### src/sliding_window_burst_detector_macros.svh
// Assertion macros shared by the sliding window burst detector RTL.
// Depends on nothing; included by the files that carry assertions.
`ifndef SLIDING_WINDOW_BURST_DETECTOR_MACROS_SVH
`define SLIDING_WINDOW_BURST_DETECTOR_MACROS_SVH

// Same-cycle implication, checked outside reset.
`define SWBD_ASSERT_SAME(label, clk, rst_n, ante, cons, msg) \
  label: assert property (@(posedge clk) disable iff (!rst_n) (ante) |-> (cons)) \
    else $error(msg);

// Next-cycle implication, checked outside reset.
`define SWBD_ASSERT_NEXT(label, clk, rst_n, ante, cons, msg) \
  label: assert property (@(posedge clk) disable iff (!rst_n) (ante) |=> (cons)) \
    else $error(msg);

`endif

### src/swbd_pkg.sv
// Package for the sliding window burst detector: cell operations, control
// state type, chain control struct and the saturating age helper. No dependencies.
`default_nettype none

package swbd_pkg;

  localparam int STAMP_W  = 64;
  localparam int WINDOW_W = 32;
  localparam int THR_W    = 5;
  localparam int COUNT_W  = 5;
  localparam int OUT_W    = 40;

  // Register indexes of the configuration port.
  localparam logic [1:0] REG_THRESHOLD = 2'd0;
  localparam logic [1:0] REG_WINDOW    = 2'd1;
  localparam logic [1:0] REG_HOLD      = 2'd2;

  // Input command codes.
  localparam logic CMD_EVENT   = 1'b0;
  localparam logic CMD_OBSERVE = 1'b1;

  typedef enum logic [1:0] {
    CELL_HOLD,
    CELL_SHIFT,
    CELL_ROTATE
  } cell_op_t;

  typedef enum logic [1:0] {
    ST_IDLE,
    ST_WALK,
    ST_FINISH
  } state_t;

  typedef struct packed {
    cell_op_t           op;
    logic [STAMP_W-1:0] new_stamp;
  } chain_ctl_t;

  // Age of a stored time, zero when time appears to run backwards.
  function automatic logic [STAMP_W-1:0] age_of(input logic [STAMP_W-1:0] now,
                                                input logic [STAMP_W-1:0] then_t);
    logic [STAMP_W:0] diff;
    diff = {1'b0, now} - {1'b0, then_t};
    return diff[STAMP_W] ? '0 : diff[STAMP_W-1:0];
  endfunction

endpackage

`default_nettype wire

### src/swbd_cell.sv
// One timestamp cell of the detector chain: holds a stamp, loads it from the
// lower neighbor on a shift and from the upper neighbor on a rotate. Uses swbd_pkg.
`default_nettype none

module swbd_cell (
  input  wire logic                          clk,
  input  wire swbd_pkg::cell_op_t            op,
  input  wire logic [swbd_pkg::STAMP_W-1:0]  shift_in,
  input  wire logic [swbd_pkg::STAMP_W-1:0]  rot_in,
  output logic      [swbd_pkg::STAMP_W-1:0]  stamp_q
);
  import swbd_pkg::*;

  logic [STAMP_W-1:0] stamp_r;
  logic [STAMP_W-1:0] stamp_nxt;

  // Select the source of the next stamp.
  always_comb begin
    unique case (op)
      CELL_SHIFT:  stamp_nxt = shift_in;
      CELL_ROTATE: stamp_nxt = rot_in;
      default:     stamp_nxt = stamp_r;
    endcase
  end

  // Payload register, no reset needed.
  always_ff @(posedge clk) begin
    stamp_r <= stamp_nxt;
  end

  assign stamp_q = stamp_r;

endmodule

`default_nettype wire

### src/swbd_chain.sv
// Row of timestamp cells with the fill count. Newest stamp sits in cell 0;
// a rotate brings the next older stamp to cell 0. Uses swbd_pkg and swbd_cell.
`default_nettype none

module swbd_chain #(
  parameter int RING_DEPTH = 16
) (
  input  wire logic                                clk,
  input  wire logic                                rst_n,
  input  wire swbd_pkg::chain_ctl_t                ctl,
  output logic      [swbd_pkg::STAMP_W-1:0]        head,
  output logic      [$clog2(RING_DEPTH+1)-1:0]     fill
);
  import swbd_pkg::*;

  localparam int FW = $clog2(RING_DEPTH + 1);

  logic [STAMP_W-1:0] stamps [RING_DEPTH];
  logic [FW-1:0]      fill_r;
  logic [FW-1:0]      fill_nxt;

  // Cells: shift comes from the lower neighbor, rotate from the upper one.
  for (genvar i = 0; i < RING_DEPTH; i++) begin : g_cell
    localparam int UP = (i + 1) % RING_DEPTH;
    logic [STAMP_W-1:0] shift_src;
    if (i == 0) begin : g_first
      assign shift_src = ctl.new_stamp;
    end else begin : g_rest
      assign shift_src = stamps[i-1];
    end
    swbd_cell u_cell (
      .clk      (clk),
      .op       (ctl.op),
      .shift_in (shift_src),
      .rot_in   (stamps[UP]),
      .stamp_q  (stamps[i])
    );
  end

  // Fill count saturates at the depth of the chain.
  always_comb begin
    fill_nxt = fill_r;
    if (ctl.op == CELL_SHIFT && fill_r != FW'(RING_DEPTH)) begin
      fill_nxt = fill_r + 1'b1;
    end
  end

  always_ff @(posedge clk) begin
    if (!rst_n) begin
      fill_r <= '0;
    end else begin
      fill_r <= fill_nxt;
    end
  end

  assign head = stamps[0];
  assign fill = fill_r;

endmodule

`default_nettype wire

### src/sliding_window_burst_detector.sv
// Sliding window burst detector. An item is taken in the idle state (an
// event shifts its time into the cell chain there), then the chain rotates
// RING_DEPTH times so each stored time passes the single age comparator at
// cell 0, then the finish state evaluates the hold time and loads the output
// register, waiting while a previous result there has not been taken. A new
// item is accepted while a finished result still waits in the output
// register. Threshold writes are clamped to 1..RING_DEPTH. Depends on
// swbd_pkg, swbd_chain and the macros header.
`default_nettype none

`include "sliding_window_burst_detector_macros.svh"

module sliding_window_burst_detector #(
  parameter int RING_DEPTH = 16
) (
  input  wire logic        clk,
  input  wire logic        rst_n,
  // Configuration write channel.
  input  wire logic        cfg_valid,
  output logic             cfg_ready,
  input  wire logic [1:0]  cfg_addr,
  input  wire logic [31:0] cfg_data,
  // Input stream.
  input  wire logic        in_tvalid,
  output logic             in_tready,
  input  wire logic [63:0] in_tdata,   // [63:0] now_ms
  input  wire logic        in_tuser,   // [0] command
  // Result stream.
  output logic             out_tvalid,
  input  wire logic        out_tready,
  output logic      [39:0] out_tdata   // [0] tripped_now, [32:1] burst_span,
                                       // [37:33] recent_count, [38] flood_active, [39] zero
);
  import swbd_pkg::*;

  localparam int FW = $clog2(RING_DEPTH + 1);
  localparam int SW = $clog2(RING_DEPTH);
  localparam logic [THR_W-1:0] THR_RESET =
    (RING_DEPTH < 8) ? THR_W'(RING_DEPTH) : THR_W'(8);

  // Configuration registers.
  logic [THR_W-1:0]    thr_r;
  logic [WINDOW_W-1:0] window_r;
  logic [WINDOW_W-1:0] hold_r;
  logic [THR_W-1:0]    thr_clamped;

  // Control and walk state.
  state_t             state_r, state_nxt;
  logic [SW-1:0]      step_r, step_nxt;
  logic               cmd_r;
  logic [STAMP_W-1:0] now_r;
  logic               run_r, run_nxt;
  logic [FW-1:0]      count_r, count_nxt;
  logic               trip_r, trip_nxt;
  logic [31:0]        span_r, span_nxt;
  logic               trip_latched_r, trip_latched_nxt;
  logic [STAMP_W-1:0] trip_time_r, trip_time_nxt;

  // Output register.
  logic               out_valid_r, out_valid_nxt;
  logic [OUT_W-1:0]   out_data_r, out_data_nxt;

  chain_ctl_t         chain_ctl;
  logic [STAMP_W-1:0] head;
  logic [FW-1:0]      fill;
  logic [STAMP_W-1:0] head_age;
  logic               head_young;
  logic               in_fill;
  logic               at_thr;
  logic               flood;
  logic               in_xfer;
  logic               out_xfer;

  assign cfg_ready = 1'b1;
  assign in_tready = (state_r == ST_IDLE);
  assign in_xfer   = in_tvalid && in_tready;
  assign out_xfer  = out_valid_r && out_tready;

  // Threshold clamp on write.
  always_comb begin
    thr_clamped = cfg_data[THR_W-1:0];
    if (thr_clamped == '0) begin
      thr_clamped = THR_W'(1);
    end else if (32'(thr_clamped) > 32'(RING_DEPTH)) begin
      thr_clamped = THR_W'(RING_DEPTH);
    end
  end

  always_ff @(posedge clk) begin
    if (!rst_n) begin
      thr_r    <= THR_RESET;
      window_r <= WINDOW_W'(1000);
      hold_r   <= WINDOW_W'(5000);
    end else if (cfg_valid && cfg_ready) begin
      unique case (cfg_addr)
        REG_THRESHOLD: thr_r    <= thr_clamped;
        REG_WINDOW:    window_r <= cfg_data;
        REG_HOLD:      hold_r   <= cfg_data;
        default: ;
      endcase
    end
  end

  swbd_chain #(
    .RING_DEPTH (RING_DEPTH)
  ) u_chain (
    .clk   (clk),
    .rst_n (rst_n),
    .ctl   (chain_ctl),
    .head  (head),
    .fill  (fill)
  );

  // Comparisons on the stamp now at the head of the chain.
  assign head_age   = age_of(now_r, head);
  assign head_young = head_age < {{(STAMP_W-WINDOW_W){1'b0}}, window_r};
  assign in_fill    = FW'(step_r) < fill;
  assign at_thr     = (32'(step_r) + 32'd1) == 32'(thr_r);
  assign flood      = trip_latched_r &&
                      (age_of(now_r, trip_time_r) < {{(STAMP_W-WINDOW_W){1'b0}}, hold_r});

  // Next state, chain control and walk bookkeeping.
  always_comb begin
    state_nxt        = state_r;
    step_nxt         = step_r;
    run_nxt          = run_r;
    count_nxt        = count_r;
    trip_nxt         = trip_r;
    span_nxt         = span_r;
    trip_latched_nxt = trip_latched_r;
    trip_time_nxt    = trip_time_r;
    out_valid_nxt    = out_valid_r && !out_tready;
    out_data_nxt     = out_data_r;
    chain_ctl.op        = CELL_HOLD;
    chain_ctl.new_stamp = in_tdata;

    unique case (state_r)
      ST_IDLE: begin
        if (in_xfer) begin
          if (in_tuser == CMD_EVENT) begin
            chain_ctl.op = CELL_SHIFT;
          end
          state_nxt = ST_WALK;
          step_nxt  = '0;
          run_nxt   = 1'b1;
          count_nxt = '0;
          trip_nxt  = 1'b0;
          span_nxt  = '0;
        end
      end
      ST_WALK: begin
        chain_ctl.op = CELL_ROTATE;
        if (run_r && in_fill && head_young) begin
          count_nxt = count_r + 1'b1;
        end else begin
          run_nxt = 1'b0;
        end
        if (cmd_r == CMD_EVENT && at_thr && in_fill && head_young) begin
          trip_nxt         = 1'b1;
          span_nxt         = head_age[31:0];
          trip_latched_nxt = 1'b1;
          trip_time_nxt    = now_r;
        end
        if (step_r == SW'(RING_DEPTH - 1)) begin
          state_nxt = ST_FINISH;
        end else begin
          step_nxt = step_r + 1'b1;
        end
      end
      ST_FINISH: begin
        if (!out_valid_r || out_tready) begin
          out_valid_nxt = 1'b1;
          out_data_nxt  = {1'b0, flood, COUNT_W'(count_r), span_r, trip_r};
          state_nxt     = ST_IDLE;
        end
      end
      default: begin
        state_nxt = ST_IDLE;
      end
    endcase
  end

  // Control registers.
  always_ff @(posedge clk) begin
    if (!rst_n) begin
      state_r        <= ST_IDLE;
      trip_latched_r <= 1'b0;
      trip_time_r    <= '0;
      out_valid_r    <= 1'b0;
    end else begin
      state_r        <= state_nxt;
      trip_latched_r <= trip_latched_nxt;
      trip_time_r    <= trip_time_nxt;
      out_valid_r    <= out_valid_nxt;
    end
  end

  // Walk and payload registers.
  always_ff @(posedge clk) begin
    if (in_xfer) begin
      now_r <= in_tdata;
      cmd_r <= in_tuser;
    end
    step_r     <= step_nxt;
    run_r      <= run_nxt;
    count_r    <= count_nxt;
    trip_r     <= trip_nxt;
    span_r     <= span_nxt;
    out_data_r <= out_data_nxt;
  end

  assign out_tvalid = out_valid_r;
  assign out_tdata  = out_data_r;

  // A fresh trip is always inside a nonzero hold time.
  `SWBD_ASSERT_SAME(a_trip_flood, clk, rst_n,
    out_tvalid && out_tdata[0] && hold_r != '0, out_tdata[38],
    "trip reported without an active flood")
  // Without a trip the span is zero.
  `SWBD_ASSERT_SAME(a_span_zero, clk, rst_n,
    out_tvalid && !out_tdata[0], out_tdata[32:1] == 32'd0,
    "nonzero burst span without a trip")
  // The walk ends after a full rotation of the chain.
  `SWBD_ASSERT_NEXT(a_walk_end, clk, rst_n,
    state_r == ST_WALK && step_r == SW'(RING_DEPTH - 1), state_r == ST_FINISH,
    "walk did not end after a full rotation")
  // The fill count never exceeds the chain depth.
  `SWBD_ASSERT_SAME(a_fill_max, clk, rst_n, 1'b1, 32'(fill) <= 32'(RING_DEPTH),
    "fill count above the chain depth")

endmodule

`default_nettype wire
### config.mk
export PLATFORM = sky130hd
export DESIGN_NAME = sliding_window_burst_detector
export DESIGN_NICKNAME = d
export VERILOG_FILES = /design/src/swbd_pkg.sv /design/src/swbd_cell.sv /design/src/swbd_chain.sv /design/src/sliding_window_burst_detector.sv
export VERILOG_INCLUDE_DIRS = /design/src /design/src/src
export SDC_FILE = /design/constraint.sdc
export NUM_CORES = 2
export LEC_CHECK = 0
export ABC_CLOCK_PERIOD_IN_PS = 95700
export BUFFER_PORTS_ARGS = -buffer_cell sky130_fd_sc_hd__buf_2
export CELL_PAD_IN_SITES_DETAIL_PLACEMENT = 0
export CELL_PAD_IN_SITES_GLOBAL_PLACEMENT = 1
export CORE_ASPECT_RATIO = 0.5
export CORE_UTILIZATION = 50
export CTS_CLUSTER_DIAMETER = 40
export DETAILED_ROUTE_END_ITERATION = 6
export PLACE_DENSITY = 0.83
export SLEW_MARGIN = 20
export SYNTH_ARGS = -nofsm -noshare
export SYNTH_HDL_FRONTEND = slang
export SYNTH_SLANG_ARGS = --single-unit
### constraint.sdc
create_clock -name clk -period 95.7 [get_ports clk]
set_input_delay 14.355 -clock clk [delete_from_list [all_inputs] [get_ports clk]]
set_output_delay 14.355 -clock clk [all_outputs]
set_load 0.01 [all_outputs]
* After elaboration in Yosys (flattened, before gate mapping) *
Cells that the tools add are included.

storage, ports and cells
  register bits after elaboration = 1313
  input bits = 104
  output and inout port bits = 43
  logic and storage cells = 130

operators by class
  $add $sub $neg = 6
  order comparisons = 4
  equal/unequal tests = 16
  multiplexer cells = 44
  bitwise operators = 1
  reductions and logical operators = 27

operators with widths
  kind                 count
  $pmux 64 s2          16
  $sub 64x64->65       2
  $lt 64x32->1         2
  $mux 64              2
  $mux 32              2
  $pmux 32 s2          1
  $mux 5               4
  $reduce_and 3->1     5
  $ne 2x2->1 const B   6
  $add 5x1->5 const B  2
  $pmux 5 s2           1
  $reduce_and 2->1     5
  $logic_and 1x1->1    9
  $mux 1               8
  $mux 4               2
  $pmux 4 s2           1
  $eq 2x1->1 const B   3
  $eq 2x2->1 const B   3
  $mux 2               3
  $pmux 2 s3           1
  $add 4x1->5 const B  1
  $eq 5x5->1           1
  $gt 5x5->1 const B   1
  $logic_not 5->1      1
  12 further kinds     16

* Logic depth before layout (Yosys ltp) *
  depth after elaboration = 7
  gate-level depth with buffers = 30
  depth with buffers taken out = 29

* Cells and area by module *
Synthesis repeated with hierarchy kept, for this count alone.

unflattened totals
  cells, all modules = 4919
  area total of the unflattened synthesis = 70445.1 um^2

modules (own cells, without submodules)
  module                         instances  cells an instance  area an instance (um^2)  seq. area each (um^2)
  swbd_cell                      16         138                3019.1                   1921.8
  sliding_window_burst_detector  1          2681               21843.4                  7156.9
  swbd_chain                     1          30                 295.3                    100.1

* Worst setup path after synthesis *
No wires, ideal clock.

  path type = input to register
  from = in in_tvalid
  to = reg u_chain.g_cell[0].u_cell.stamp_r[0] (enable)
  setup time = 3840 ps
  arrival = 85615 ps
  data required time = 91860 ps
  setup slack = 6244 ps
  stages = 2
  buffers on the path = 0
  cell sequence = nand2_1 o21ai_0

on the way
  longest elaborated chain between the ends = 5
  elaborated cells on any way between the ends = 6
  those cells by class = 2 x eq/ne; 2 x mux; 2 x reduce/logical

ends and longest elaborated chain
  item                                             line                                  text
  start: declaration                               sliding_window_burst_detector.sv:24   input wire logic in_tvalid,
  $logic_and 1x1->1 (*)                            sliding_window_burst_detector.sv:76   assign in_xfer = in_tvalid && in_tready;
  $mux 1 (*)                                       sliding_window_burst_detector.sv:139  if (in_xfer) begin
  $pmux 2 s2 (*)                                   sliding_window_burst_detector.sv:137  unique case (state_r)
  $eq 2x2->1 / $eq 2x1->1 (equally long branches)  swbd_cell.sv:19                       unique case (op)
  $reduce_bool 2->1 (no source line) (*)           n/a
  end signal: assignment                           swbd_cell.sv:28                       stamp_r <= stamp_nxt;
  end: declaration                                 swbd_cell.sv:14                       logic [STAMP_W-1:0] stamp_r;

Mark *: on every way between the ends. The rest lies on a longest branch, timed or not.
A chain may end at the register's enable or synchronous reset.

* Worst setup path in the final report *
  from = in in_tvalid
  to = reg u_chain.g_cell[6].u_cell.stamp_r[60] (enable)

on the way
  longest elaborated chain between the ends = 5
  elaborated cells on any way between the ends = 6
  those cells by class = 2 x eq/ne; 2 x mux; 2 x reduce/logical

ends and longest elaborated chain
  item                                             line
  $logic_and 1x1->1 (*)                            sliding_window_burst_detector.sv:76
  $mux 1 (*)                                       sliding_window_burst_detector.sv:139
  $pmux 2 s2 (*)                                   sliding_window_burst_detector.sv:137
  $eq 2x2->1 / $eq 2x1->1 (equally long branches)  swbd_cell.sv:19
  $reduce_bool 2->1 (no source line) (*)           n/a
  end signal: assignment                           swbd_cell.sv:28
  end: declaration                                 swbd_cell.sv:14

Marked as above.

==> metrics.cfg <==
[power]
power_density_nw_per_um2=21.1
ir_drop_mv=0.0150
leakagePower_nw=29.2

[run]
max-cap-violations=0

[cells_and_area]
area_delta_synth_final_pct=9.26
nNetsFinal=7037
layout-drive-gt1-share=0.0601
fillCellCount=11134
fin_util=0.554
post-route-cell-area_um2=70200

[detailed_routing]
wl_per_cell_um=18.2
num_vias=46330
routed_wl_um=156000
vias_per_cell=5.43
dr.pass1.iters=5
antenna_left=0
drcViolationCount=0
drt_iter0_drc=4567

[grt]
grt_overflow=0
grt_pass1_vias=43408
grt_pass1_wl_um=244000
grt_start_max_net_pins=236
antenna_found_initial=21
gr-usage-all-layers=0.237

[synth]
synth_area_leaders=edfxtp_1 (55%), nand2_1 (19%), dfxtp_1 (4.4%)
syn-num-nets=7085
yosys-top-cells-count=nand2_1 (3222), edfxtp_1 (1171), clkbuf_1 (333)
yosysTopAreaCell=edfxtp_1
synth_cell_type_count=87
avgSynthCellArea_um2=9.47
async_flop_share=0
ys_seq_area_frac=0.592
syn-cell-area_um2=64200
synth_warnings=0
synthMostInstantiatedCell=nand2_1
synth_edf_count=1171
synthFlopType=edfxtp_1
yosysTopAreaCellShare=0.548
ys_ff_latch=1313
synth_cells=6782

[placement]
preCtsSetupSlack_ns=76.33
dpl-instance-area_um2=66000
io_buffers=144
dp_hpwl_um=108000
gp_congestion=0.907

[cts]
cts-root-buf=clkbuf_16
htreeDepth=3
post_cts_buffers=0
clk_pin_slew_ns=0.07
cts_resized=0
cts_tree=built
clk_latency_ns=0.77
holdBufCountCts=0
clk_path_buf_depth=3
numCtsBuffers=121
clkSinkCount=1313

[critical_path]
critPathCaptureType=flip-flop
cp_max_fo=188
cp_data_arrival_time_ns=19.02
start_kind=input pin
crit_type=in2reg
reg2reg_depth=24
crit_required_ns=96.06

[sta]
rsz0062_at_grt=false
setup_slack_ns=77.04
slew_headroom=0.250
finalClockSkew_ns=0.0550
post-route-period-util=0.195
post-route-min-period_ns=18.66
fmax_mhz=53.6
tns_ns=0
finalSetupViolations=0
hold_violations=0
worstMarginPinSlew_ns=1.12
drv_slew=0

[die]
die_x_um=509
die_area_um2=130000
placementRows=92
start_util=0.507
dieHeight_um=255
core_area_um2=127000
design.portCount=147

[min_path]
min_path_type=reg2reg
worstHoldPathCells=0

[run_status]
status=finished, final reports clean

flip-flops by register name, summed over array words and instances, names as in the netlist, 5 cells and up:
register and count:
thr_r 5, trip_time_r 64, window_r 32, hold_r 32, now_r 64, u_chain.g_cell.u_cell.stamp_q 1024, count_r 5, out_tdata 39
u_chain.fill 5, span_r 32
cell families after synthesis:
kind of cell,count (synthesis),synth area share
other,2,0.000117
muxes,79,0.0124
buffers and inverters,593,0.0361
AOI/OAI and AO/OA,780,0.0769
DFF,1313,0.592
and+or+nand+nor,3718,0.230
xor gates and xnor gates,98,0.0134
adders and majority gates,199,0.0390
worst paths after layout:
path                                  from                                              to  slack [ns]
setup / recovery                 in_tvalid  u_chain.g_cell[6].u_cell.stamp_q[60]$_DFFE_PP_       77.04
hold / removal    span_r[26]$_SDFFCE_PN0P_                         out_tdata[27]$_DFFE_PP_        0.42
setup reg to reg       now_r[15]$_DFFE_PP_                    trip_time_r[52]$_SDFFE_PN0P_       86.26
hold reg to reg   span_r[26]$_SDFFCE_PN0P_                         out_tdata[27]$_DFFE_PP_        0.42
placed cells by master (no fill, tap or decap), drive strengths merged, types with 38 or more instances in the layout:
master  count
xnor2      55
o21ai     241
inv       245
edfxtp   1171
a31oi      38
and3       47
a21o       75
and2       47
dfxtp     142
nand3      39
xor2       43
clkbuf    142
a21boi     58
mux2i      75
clkinv     47
nand2    3222
a21oi     184
ha        197
nand4      69
nor2      160
buf       188
layout make-up:
cell class / instances / area [µm²] / share of cell area
Timing Repair Buffer: 188 / 1160 / 0.0165
Sequential cell: 1313 / 38000 / 0.542
Tap cell: 1692 / 2120 / 0.0302
Inverter: 234 / 887 / 0.0126
Clock inverter: 81 / 897 / 0.0128
Clock buffer: 142 / 3150 / 0.0448
Multi-Input combinational cell: 4876 / 23900 / 0.341
Antenna cell: 9 / 22.5 / 0.000321
per-stage QoR:
step | hold slack, ns | cells | power, mW
2_1_floorplan | 0.400 | 6782 | 1.05
3_3_place_gp | 0.410 | 8300 | 0.986
3_5_place_dp | 0.405 | 8300 | 0.996
4_1_cts | 0.420 | 8523 | 1.49
5_1_grt | 0.426 | 8532 | 1.55
6_report | 0.420 | 8535 | 1.48
layer usage:
metal | GRT usage | vias to the layer above | wire length (µm)
met5 | 0.0143 | - | 284
met4 | 0.0672 | 8 | 4100
met3 | 0.0467 | 227 | 9460
met2 | 0.343 | 1059 | 66600
met1 | 0.357 | 22309 | 75300
li1 | - | 22727 | -
power breakdown:
group          internal (mW)  switching (mW)  total, mW
Sequential             0.714          0.0311      0.745
Clock                  0.269           0.224      0.492
Combinational         0.0740           0.167      0.241
Total                   1.06           0.422       1.48
critical path: stages:
cell,delay (ns)
buf_2,0.08
nand2_1,0.22
o21ai_4,0.28
buf_4,0.63
buf_12,0.65
buf_4,0.77
buf_4,0.69
buf_4,0.86
No activity file was read; power rests on OpenSTA's default activity.
